--- src/sv/cbls_pkg.sv ---
// Shared constants, codes and the command type of the line smoother.
package cbls_pkg;

	localparam int WSEL_BITS      = 2;
	localparam int LINE_LEN_BITS  = 15;
	localparam int CFG_INDEX_BITS = 1;
	localparam int COL_BITS       = 14;
	localparam int OUT_BITS       = 16;
	localparam int HALF_BITS      = 3;
	localparam int MIN_LINE       = 9;
	localparam int LINE_LEN_RESET = 16384;

	// Configuration register indexes.
	localparam logic [CFG_INDEX_BITS-1:0] REG_WINDOW_SELECT = 1'b0;
	localparam logic [CFG_INDEX_BITS-1:0] REG_LINE_LENGTH   = 1'b1;

	// Divisor codes carried from the front to the back.
	localparam logic [1:0] DIV_3 = 2'd0;
	localparam logic [1:0] DIV_5 = 2'd1;
	localparam logic [1:0] DIV_9 = 2'd2;

	typedef struct packed {
		logic                 has_main;
		logic                 main_avg;
		logic                 last;
		logic [1:0]           div_sel;
		logic [HALF_BITS-1:0] half;
		logic [COL_BITS-1:0]  col;
	} cmd_t;

endpackage

--- src/sv/cbls_front.sv ---
// Front end: configuration, delay line, column count and command build per word.
module cbls_front import cbls_pkg::*; #(
	parameter int MAX_TAPS    = 9,
	parameter int MAX_LINE    = 16384,
	parameter int SAMPLE_BITS = 16
) (
	input  logic                                      clk,
	input  logic                                      arst_n,
	input  logic                                      cfg_write,
	input  logic [CFG_INDEX_BITS-1:0]                 cfg_index,
	input  logic [LINE_LEN_BITS-1:0]                  cfg_data,
	input  logic                                      accept,
	input  logic [OUT_BITS-1:0]                       sample,
	output cmd_t                                      cmd,
	output logic [SAMPLE_BITS-1:0]                    raw,
	output logic [SAMPLE_BITS+$clog2(MAX_TAPS)-1:0]   sum,
	output logic [MAX_TAPS/2-1:0][SAMPLE_BITS-1:0]    flush_taps
);

	localparam int HMAX = MAX_TAPS / 2;
	localparam int SW   = SAMPLE_BITS + $clog2(MAX_TAPS);
	localparam int CW   = $clog2(MAX_LINE);
	localparam int LW   = (CW + 1 > LINE_LEN_BITS) ? CW + 1 : LINE_LEN_BITS;

	localparam logic [WSEL_BITS-1:0] WIN_3 = 2'd0;
	localparam logic [WSEL_BITS-1:0] WIN_5 = 2'd1;

	logic [WSEL_BITS-1:0]                  window_select_q;
	logic [LINE_LEN_BITS-1:0]              line_length_q;
	logic [MAX_TAPS-1:0][SAMPLE_BITS-1:0]  taps_q;
	logic [MAX_TAPS-1:0][SAMPLE_BITS-1:0]  taps_new;
	logic [CW-1:0]                         input_column_q;
	logic [1:0]                            div_sel;
	logic [3:0]                            tap_count;
	logic [HALF_BITS-1:0]                  half;
	logic [LW-1:0]                         len_ext;
	logic [LW-1:0]                         eff_len;
	logic                                  last;
	logic [CW-1:0]                         main_col;

	// Requested window, stepped down until it fits the delay line.
	always_comb begin
		unique case (window_select_q)
			WIN_3:   div_sel = DIV_3;
			WIN_5:   div_sel = DIV_5;
			default: div_sel = DIV_9;
		endcase
		if (div_sel == DIV_9 && MAX_TAPS < 9)
			div_sel = DIV_5;
		if (div_sel == DIV_5 && MAX_TAPS < 5)
			div_sel = DIV_3;
	end

	always_comb begin
		unique case (div_sel)
			DIV_3: begin
				tap_count = 4'd3;
				half      = 3'd1;
			end
			DIV_5: begin
				tap_count = 4'd5;
				half      = 3'd2;
			end
			default: begin
				tap_count = 4'd9;
				half      = 3'd4;
			end
		endcase
	end

	always_comb begin
		len_ext = LW'(line_length_q);
		if (len_ext < LW'(MIN_LINE))
			eff_len = LW'(MIN_LINE);
		else if (len_ext > LW'(MAX_LINE))
			eff_len = LW'(MAX_LINE);
		else
			eff_len = len_ext;
	end

	assign last     = (LW'(input_column_q) + LW'(1)) >= eff_len;
	assign main_col = input_column_q - CW'(half);

	always_comb begin
		taps_new[0] = sample[SAMPLE_BITS-1:0];
		for (int i = 1; i < MAX_TAPS; i++)
			taps_new[i] = taps_q[i-1];
	end

	always_comb begin
		raw = '0;
		sum = '0;
		for (int i = 0; i < MAX_TAPS; i++) begin
			if (i == int'(half))
				raw = taps_new[i];
			if (i < int'(tap_count))
				sum = sum + SW'(taps_new[i]);
		end
		for (int i = 0; i < HMAX; i++)
			flush_taps[i] = taps_new[i];
	end

	always_comb begin
		cmd.has_main = input_column_q >= CW'(half);
		cmd.main_avg = main_col >= CW'(half);
		cmd.last     = last;
		cmd.div_sel  = div_sel;
		cmd.half     = half;
		cmd.col      = COL_BITS'(input_column_q);
	end

	always_ff @(posedge clk or negedge arst_n) begin
		if (!arst_n) begin
			window_select_q <= '0;
			line_length_q   <= LINE_LEN_BITS'(LINE_LEN_RESET);
			taps_q          <= '0;
			input_column_q  <= '0;
		end else begin
			if (cfg_write) begin
				unique case (cfg_index)
					REG_WINDOW_SELECT: window_select_q <= cfg_data[WSEL_BITS-1:0];
					REG_LINE_LENGTH:   line_length_q   <= cfg_data;
					default: ;
				endcase
			end
			if (accept) begin
				taps_q         <= taps_new;
				input_column_q <= last ? '0 : input_column_q + CW'(1);
			end
		end
	end

endmodule

--- src/sv/cbls_queue.sv ---
// Short command queue between the front end and the back end.
module cbls_queue #(
	parameter int DW = 8
) (
	input  logic          clk,
	input  logic          arst_n,
	input  logic          push,
	input  logic [DW-1:0] push_data,
	output logic          full,
	input  logic          pop,
	output logic [DW-1:0] pop_data,
	output logic          empty
);

	localparam int DEPTH = 4;
	localparam int PW    = $clog2(DEPTH);
	localparam int NW    = $clog2(DEPTH + 1);

	logic [DEPTH-1:0][DW-1:0] mem_q;
	logic [PW-1:0]            wr_ptr_q;
	logic [PW-1:0]            rd_ptr_q;
	logic [NW-1:0]            count_q;

	assign full     = count_q == NW'(DEPTH);
	assign empty    = count_q == '0;
	assign pop_data = mem_q[rd_ptr_q];

	always_ff @(posedge clk) begin
		if (push)
			mem_q[wr_ptr_q] <= push_data;
	end

	always_ff @(posedge clk or negedge arst_n) begin
		if (!arst_n) begin
			wr_ptr_q <= '0;
			rd_ptr_q <= '0;
			count_q  <= '0;
		end else begin
			if (push)
				wr_ptr_q <= wr_ptr_q + PW'(1);
			if (pop)
				rd_ptr_q <= rd_ptr_q + PW'(1);
			count_q <= count_q + NW'(push) - NW'(pop);
		end
	end

endmodule

--- src/sv/cbls_back.sv ---
// Back end: divide by the tap count and sequence each command's results to the output.
module cbls_back import cbls_pkg::*; #(
	parameter int MAX_TAPS    = 9,
	parameter int SAMPLE_BITS = 16
) (
	input  logic                                      clk,
	input  logic                                      arst_n,
	input  logic                                      empty,
	output logic                                      pop,
	input  cmd_t                                      cmd,
	input  logic [SAMPLE_BITS-1:0]                    raw,
	input  logic [SAMPLE_BITS+$clog2(MAX_TAPS)-1:0]   sum,
	input  logic [MAX_TAPS/2-1:0][SAMPLE_BITS-1:0]    flush_taps,
	output logic                                      out_valid,
	input  logic                                      out_stall,
	output logic [OUT_BITS-1:0]                       smoothed,
	output logic [COL_BITS-1:0]                       column,
	output logic                                      line_done
);

	localparam int HMAX = MAX_TAPS / 2;
	localparam int SW   = SAMPLE_BITS + $clog2(MAX_TAPS);
	// Reciprocal scale; exact floor for every window sum below 2**(SAMPLE_BITS+4).
	localparam int K    = SAMPLE_BITS + 8;
	localparam int MW   = K - 1;
	localparam logic [MW-1:0] RECIP_3 = MW'(((1 << K) + 2) / 3);
	localparam logic [MW-1:0] RECIP_5 = MW'(((1 << K) + 4) / 5);
	localparam logic [MW-1:0] RECIP_9 = MW'(((1 << K) + 8) / 9);

	logic [MW-1:0]                      recip;
	logic [SW+MW-1:0]                   prod;
	cmd_t                               cmd_s1;
	logic [SAMPLE_BITS-1:0]             raw_s1;
	logic [SW+MW-1:0]                   prod_s1;
	logic [HMAX-1:0][SAMPLE_BITS-1:0]   taps_s1;
	logic                               main_pend_s1;
	logic [HALF_BITS-1:0]               flush_k_s1;
	logic [HALF_BITS-1:0]               k_sel;
	logic                               pending;
	logic                               emit_ok;
	logic                               emit;
	logic                               last_one;
	logic                               s1_free;
	logic [SAMPLE_BITS-1:0]             flush_val;
	logic [SAMPLE_BITS-1:0]             res_val;
	logic [COL_BITS-1:0]                res_col;
	logic                               res_done;
	logic                               out_valid_q;
	logic [OUT_BITS-1:0]                smoothed_q;
	logic [COL_BITS-1:0]                column_q;
	logic                               line_done_q;

	always_comb begin
		unique case (cmd.div_sel)
			DIV_3:   recip = RECIP_3;
			DIV_5:   recip = RECIP_5;
			default: recip = RECIP_9;
		endcase
	end

	assign prod = sum * recip;

	// A command yields its centered result first, then the flush run from the
	// oldest held column down to the newest.
	assign pending  = main_pend_s1 || (flush_k_s1 != '0);
	assign emit_ok  = !out_valid_q || !out_stall;
	assign emit     = pending && emit_ok;
	assign last_one = main_pend_s1 ? (flush_k_s1 == '0) : (flush_k_s1 == HALF_BITS'(1));
	assign s1_free  = !pending || (emit && last_one);
	assign pop      = !empty && s1_free;
	assign k_sel    = flush_k_s1 - HALF_BITS'(1);

	always_comb begin
		flush_val = '0;
		for (int i = 0; i < HMAX; i++) begin
			if (i == int'(k_sel))
				flush_val = taps_s1[i];
		end
	end

	always_comb begin
		if (main_pend_s1) begin
			res_val  = cmd_s1.main_avg ? prod_s1[K +: SAMPLE_BITS] : raw_s1;
			res_col  = cmd_s1.col - COL_BITS'(cmd_s1.half);
			res_done = 1'b0;
		end else begin
			res_val  = flush_val;
			res_col  = cmd_s1.col - COL_BITS'(k_sel);
			res_done = k_sel == '0;
		end
	end

	always_ff @(posedge clk) begin
		if (pop) begin
			cmd_s1  <= cmd;
			raw_s1  <= raw;
			prod_s1 <= prod;
			taps_s1 <= flush_taps;
		end
		if (emit) begin
			smoothed_q  <= OUT_BITS'(res_val);
			column_q    <= res_col;
			line_done_q <= res_done;
		end
	end

	always_ff @(posedge clk or negedge arst_n) begin
		if (!arst_n) begin
			main_pend_s1 <= 1'b0;
			flush_k_s1   <= '0;
			out_valid_q  <= 1'b0;
		end else begin
			if (pop) begin
				main_pend_s1 <= cmd.has_main;
				flush_k_s1   <= cmd.last ? cmd.half : '0;
			end else if (emit) begin
				if (main_pend_s1)
					main_pend_s1 <= 1'b0;
				else
					flush_k_s1 <= k_sel;
			end
			if (emit)
				out_valid_q <= 1'b1;
			else if (!out_stall)
				out_valid_q <= 1'b0;
		end
	end

	assign out_valid = out_valid_q;
	assign smoothed  = smoothed_q;
	assign column    = column_q;
	assign line_done = line_done_q;

endmodule

--- src/sv/centered_boxcar_line_smoother.sv ---
// Top level of the centered boxcar line smoother.
// The block takes one sample word per clock while the command queue is not full and
// gives one result word per clock while the output is not stalled. Results lag the
// input by half a window: the first half-window words of a line produce nothing, and
// every later word produces the result for the column half a window back (the raw
// value within half a window of the line start). The line's last word also produces
// the remaining half-window results, so that word yields 2, 3 or 5 results for 3, 5
// or 9 taps from the output sequencer. A four-entry command queue sits between the
// delay line and the sequencer, so input keeps flowing during that run until the
// queue fills. The window sum is divided by a reciprocal multiply registered before
// the output. Configuration must be written only while no word is in flight; the
// block itself does not enforce this. A new window applies from the next word.
module centered_boxcar_line_smoother import cbls_pkg::*; #(
	parameter int MAX_TAPS    = 9,
	parameter int MAX_LINE    = 16384,
	parameter int SAMPLE_BITS = 16
) (
	input  logic                      clk,
	input  logic                      arst_n,
	input  logic                      cfg_write,
	input  logic [CFG_INDEX_BITS-1:0] cfg_index,
	input  logic [LINE_LEN_BITS-1:0]  cfg_data,
	input  logic                      in_valid,
	output logic                      in_stall,
	input  logic [OUT_BITS-1:0]       sample,
	output logic                      out_valid,
	input  logic                      out_stall,
	output logic [OUT_BITS-1:0]       smoothed,
	output logic [COL_BITS-1:0]       column,
	output logic                      line_done
);

	localparam int HMAX = MAX_TAPS / 2;
	localparam int SW   = SAMPLE_BITS + $clog2(MAX_TAPS);
	localparam int DW   = $bits(cmd_t) + SAMPLE_BITS + SW + HMAX * SAMPLE_BITS;

	logic                               accept;
	cmd_t                               f_cmd;
	logic [SAMPLE_BITS-1:0]             f_raw;
	logic [SW-1:0]                      f_sum;
	logic [HMAX-1:0][SAMPLE_BITS-1:0]   f_taps;
	logic                               q_full;
	logic                               q_empty;
	logic                               q_pop;
	logic [DW-1:0]                      q_out;
	cmd_t                               q_cmd;
	logic [SAMPLE_BITS-1:0]             q_raw;
	logic [SW-1:0]                      q_sum;
	logic [HMAX-1:0][SAMPLE_BITS-1:0]   q_taps;

	assign in_stall = q_full;
	assign accept   = in_valid && !q_full;

	cbls_front #(
		.MAX_TAPS    (MAX_TAPS),
		.MAX_LINE    (MAX_LINE),
		.SAMPLE_BITS (SAMPLE_BITS)
	) u_front (
		.clk        (clk),
		.arst_n     (arst_n),
		.cfg_write  (cfg_write),
		.cfg_index  (cfg_index),
		.cfg_data   (cfg_data),
		.accept     (accept),
		.sample     (sample),
		.cmd        (f_cmd),
		.raw        (f_raw),
		.sum        (f_sum),
		.flush_taps (f_taps)
	);

	cbls_queue #(
		.DW (DW)
	) u_queue (
		.clk       (clk),
		.arst_n    (arst_n),
		.push      (accept),
		.push_data ({f_cmd, f_raw, f_sum, f_taps}),
		.full      (q_full),
		.pop       (q_pop),
		.pop_data  (q_out),
		.empty     (q_empty)
	);

	assign {q_cmd, q_raw, q_sum, q_taps} = q_out;

	cbls_back #(
		.MAX_TAPS    (MAX_TAPS),
		.SAMPLE_BITS (SAMPLE_BITS)
	) u_back (
		.clk        (clk),
		.arst_n     (arst_n),
		.empty      (q_empty),
		.pop        (q_pop),
		.cmd        (q_cmd),
		.raw        (q_raw),
		.sum        (q_sum),
		.flush_taps (q_taps),
		.out_valid  (out_valid),
		.out_stall  (out_stall),
		.smoothed   (smoothed),
		.column     (column),
		.line_done  (line_done)
	);

endmodule
--- config.mk ---
export PLATFORM = sky130hd
export DESIGN_NAME = centered_boxcar_line_smoother
export DESIGN_NICKNAME = d
export VERILOG_FILES = /design/src/sv/cbls_pkg.sv /design/src/sv/cbls_front.sv /design/src/sv/cbls_queue.sv /design/src/sv/cbls_back.sv /design/src/sv/centered_boxcar_line_smoother.sv
export SDC_FILE = /design/constraint.sdc
export NUM_CORES = 2
export LEC_CHECK = 0
export ABC_AREA = 1
export BUFFER_PORTS_ARGS = -buffer_cell sky130_fd_sc_hd__buf_2
export CORE_MARGIN = 2
export CORE_UTILIZATION = 35
export CTS_BUF_LIST = sky130_fd_sc_hd__clkbuf_4 sky130_fd_sc_hd__clkbuf_8
export DETAILED_ROUTE_END_ITERATION = 12
export GPL_TIMING_DRIVEN = 0
export PLACE_DENSITY_LB_ADDON = 0.3
export RECOVER_POWER = 100
export SYNTH_ARGS = -nofsm -noshare
export SYNTH_HDL_FRONTEND = slang
export SYNTH_SLANG_ARGS = --single-unit
--- constraint.sdc ---
create_clock -name clk -period 12.7 [get_ports clk]
set_clock_uncertainty 0.05 [all_clocks]
set_input_delay 0.635 -clock clk [delete_from_list [all_inputs] [get_ports clk]]
set_output_delay 0.635 -clock clk [all_outputs]
set_load 0.01 [all_outputs]
==> flow_metrics.py <==
metrics = {
    "sta": {
        "fmax_mhz": 86.3,
        "period_minus_slack_ns": 11.59,
        "timing.final.max_slew_violations": 627,
        "timing.max_slew.rel_slack_pct": -317,
        "setup_viol": 0,
        "setup-tns-final_ns": 0,
        "timing.final.hold_violations": 0,
        "unrepaired_setup_endpoints_after_global_routing": "no",
        "worst_slew_pin_slew_ns": 6.25,
        "finalCritPeriodShare_pct": 91.3,
    },
    "setup_path": {
        "critical_path_class": "reg2reg",
        "endpoint_kind": "register",
        "critPathMaxStageDelay_ns": 0.49,
        "setup.worst_path.start": "u_front.flush_taps[18]",
        "worst_r2r_startpoint": "u_front.flush_taps[18]",
        "reg2reg_depth": 62,
        "cp_data_required_time_ns": 13.16,
        "crit_fanout": 8,
        "worstSetupStartpointType": "register",
        "worst_ep_arrival_time_ns": 12.05,
        "slowest_cell_on_crit_path": "sky130_fd_sc_hd__dfrtp_1",
    },
    "logic_synthesis": {
        "yosysWarningCount": 0,
        "synthArstFlopShare_pct": 21.5,
        "postSynthRegisterBits": 796,
        "synth_edf_count": 625,
        "yosys.area.top_type": "sky130_fd_sc_hd__edfxtp_1",
        "syn_inst": 4934,
        "synth_commonest_cells": "sky130_fd_sc_hd__nand2_1 (805), sky130_fd_sc_hd__inv_1 (720), sky130_fd_sc_hd__edfxtp_1 (625), sky130_fd_sc_hd__nor2_1 (478), sky130_fd_sc_hd__o21ai_0 (368)",
        "count_leader_synth": "sky130_fd_sc_hd__nand2_1",
        "yosysTopAreaCellShare_pct": 38.1,
        "netlist-cell-type-count": 60,
        "ys.flop_type": "sky130_fd_sc_hd__edfxtp_1",
        "total_nets_after_synthesis": 5598,
        "synth_top_cells_by_area": "sky130_fd_sc_hd__edfxtp_1 (38%), sky130_fd_sc_hd__fa_1 (11%), sky130_fd_sc_hd__ha_1 (8.9%)",
        "netlist_area_sq_mm": 0.0492,
        "seq_area_frac_synth_pct": 46.8,
        "synthesis.area_per_instance_sq_um": 9.98,
    },
    "cells_and_area": {
        "fin_nets": 5845,
        "fill_cells": 13900,
        "final_layout_size_suffix_gt1_share_pct": 7.06,
        "final-seq-area_sq_mm": 0.0230,
        "final_core_util_pct": 39.3,
        "fin_area_sq_mm": 0.0548,
        "multi_input_area_sq_mm": 0.0227,
        "fin_cells": 7164,
        "area_growth_syn_to_layout_pct": 11.4,
    },
    "drt": {
        "number_of_remaining_drc_errors": 0,
        "detail-route-antenna-nets": 0,
        "vias_per_cell": 5.13,
        "routed-via-count": 36700,
        "drtIter0Drc": 3448,
        "drt-wirelength-per-cell_microns": 21.5,
        "totalWireLength_microns": 154000,
        "drt_pass1_iterations": 6,
    },
    "floorplanning": {
        "die_width_microns": 379,
        "floorplan.die_area_sq_mm": 0.144,
        "initial_core_util_pct": 35.3,
        "row_count": 137,
        "dieHeight_microns": 379,
        "num_io_pins": 70,
        "fp.coreArea_sq_mm": 0.140,
    },
    "run": {
        "max-cap-violations": 21,
    },
    "grt": {
        "met2_usage_pct": 34.7,
        "globalRouteOverflowTotal": 0,
        "gr_util_met1_pct": 29.0,
        "grt.total_usage_pct": 21.6,
        "grt_pass1_vias": 36400,
        "grt.met3_usage_pct": 3.83,
        "first_pass_grt_wire_length_microns": 229000,
        "antenna_found_initial": 14,
        "globalRoute.busiestLayer": "met2",
        "largest_net_degree_at_the_start_of_global_routing": 106,
    },
    "clock_network": {
        "clk_pin_slew_worst_paths_ns": 0.06,
        "clkLatencyLatePin_ns": 0.83,
        "cts_buffer_depth": 3,
        "clk_root_buffer_cell": "sky130_fd_sc_hd__clkbuf_8",
        "ctsHtreeMaxLevel": 4,
        "cts_tree": "built",
        "cts_made_buffers": 134,
        "cts.sinks": 796,
    },
    "worst_hold_path": {
        "min_from": "sample[9]",
        "hold_depth": 3,
        "hold_class": "in2reg",
    },
    "placement": {
        "routabilityCongestion": 0.955,
        "dpl.cell_count": 6903,
        "dp_hpwl_microns": 120000,
        "postPlaceCellArea_sq_mm": 0.0525,
        "numPortBuffers": 69,
    },
    "outcome": {
        "violations": "capacitance limit, slew limit",
        "run_status": "finished with violations",
    },
}
flip-flops by register name, indices dropped and copies added, names as in the netlist, 2 cells and up:
signal	count
u_queue.mem_q	480
u_front.taps_new	80
u_back.taps_s1	64
u_front.flush_taps	48
u_back.cmd_s1	18
u_back.prod_s1	16
u_back.raw_s1	16
u_back.smoothed	16
u_front.len_ext	15
u_back.column	14
u_front.input_column_q	14
u_back.flush_k_s1	3
u_queue.count_q	3
u_front.window_select_q	2
u_queue.rd_ptr_q	2
u_queue.wr_ptr_q	2
placed cells by master, fill, tap and decap left out, types with 13 or more instances in the layout:
| master | instances |
|---|---|
| sky130_fd_sc_hd__nand4_1 | 36 |
| sky130_fd_sc_hd__nor2_1 | 479 |
| sky130_fd_sc_hd__fa_1 | 275 |
| sky130_fd_sc_hd__xor2_1 | 72 |
| sky130_fd_sc_hd__nand3_1 | 141 |
| sky130_fd_sc_hd__a32oi_1 | 33 |
| sky130_fd_sc_hd__a31oi_1 | 22 |
| sky130_fd_sc_hd__buf_2 | 19 |
| sky130_fd_sc_hd__clkbuf_8 | 142 |
| sky130_fd_sc_hd__nand2_1 | 806 |
| sky130_fd_sc_hd__ha_1 | 352 |
| sky130_fd_sc_hd__nor3_1 | 18 |
| sky130_fd_sc_hd__dfrtp_1 | 170 |
| sky130_fd_sc_hd__clkinv_1 | 13 |
| sky130_fd_sc_hd__o21ai_0 | 370 |
| sky130_fd_sc_hd__o22ai_1 | 97 |
| sky130_fd_sc_hd__edfxtp_1 | 625 |
| sky130_fd_sc_hd__a21o_1 | 13 |
| sky130_fd_sc_hd__or2_2 | 59 |
| sky130_fd_sc_hd__clkbuf_4 | 55 |
| sky130_fd_sc_hd__o211ai_1 | 26 |
| sky130_fd_sc_hd__dlygate4sd3_1 | 18 |
| sky130_fd_sc_hd__nand2_2 | 20 |
| sky130_fd_sc_hd__inv_1 | 720 |
| sky130_fd_sc_hd__xnor2_1 | 44 |
| sky130_fd_sc_hd__a21oi_1 | 251 |
| sky130_fd_sc_hd__clkbuf_1 | 237 |
final timing paths:
path / to / slack [ns]
max: u_queue.mem_q[446] / 1.11
min: u_front.flush_taps[25] / 0.15
max reg2reg: u_queue.mem_q[446] / 1.11
min reg2reg: u_front.taps_new[134] / 0.44
max in group asynchronous: u_front.flush_taps[50] / 3.33
min in group asynchronous: u_front.taps_new[136] / 1.72
metal layers:
layer	wire, microns	vias up
li1	-	17000
met1	65900	18100
met2	71100	1332
met3	11200	284
met4	5610	6
met5	43	-
worst max-delay path: cells and delay by family, from the launching register on:
| kind | cells | cell delay (ns) |
|---|---|---|
| buffers and inverters | 9 | 0.89 |
| AOI/OAI and AO/OA | 22 | 4.01 |
| DFF | 1 | 0.49 |
| adders and majority gates | 8 | 2.85 |
| and+or+nand+nor | 18 | 2.02 |
| xor gates and xnor gates | 5 | 0.92 |
logic make-up after synthesis:
group / count (synthesis) / synth area share, %
compound gates: 893 / 10.4
xor+xnor: 116 / 2.06
fa+ha+maj: 627 / 20.1
buf+inv: 898 / 6.96
flops: 796 / 46.8
mux: 12 / 0.274
simple gates: 1592 / 13.4
final cells by class:
class | count | share of cell area [%]
clock inverters | 42 | 0.680
repair buffers | 111 | 1.01
multi-input cells | 3240 | 41.5
flip-flops and latches | 796 | 42.0
diodes | 4 | 0.0183
clock buffers | 197 | 4.32
well taps | 1876 | 4.28
plain buffers | 174 | 1.24
inverters | 724 | 4.96
stage by stage:
stage	setup slack [ns]	hold slack, ns
floorplan	3.19	0.289
global placement	0.818	0.420
detailed placement	0.806	0.427
CTS	1.06	0.0000652
global route	0.0829	0.169
finish	1.11	0.154
timing repair:
| item | 4_1_cts | 5_1_grt |
|---|---|---|
| gates resized for setup | 0 | 1 |
| endpoints found under the setup margin | 0 | 4 |
| endpoints found under the hold margin | 86 | 0 |
| hold buffers | 18 | 0 |
| buffers inserted | 0 | 0 |
Power is not shown: default switching activity piles up to over one toggle a cycle in this logic, so the estimate is an artifact.
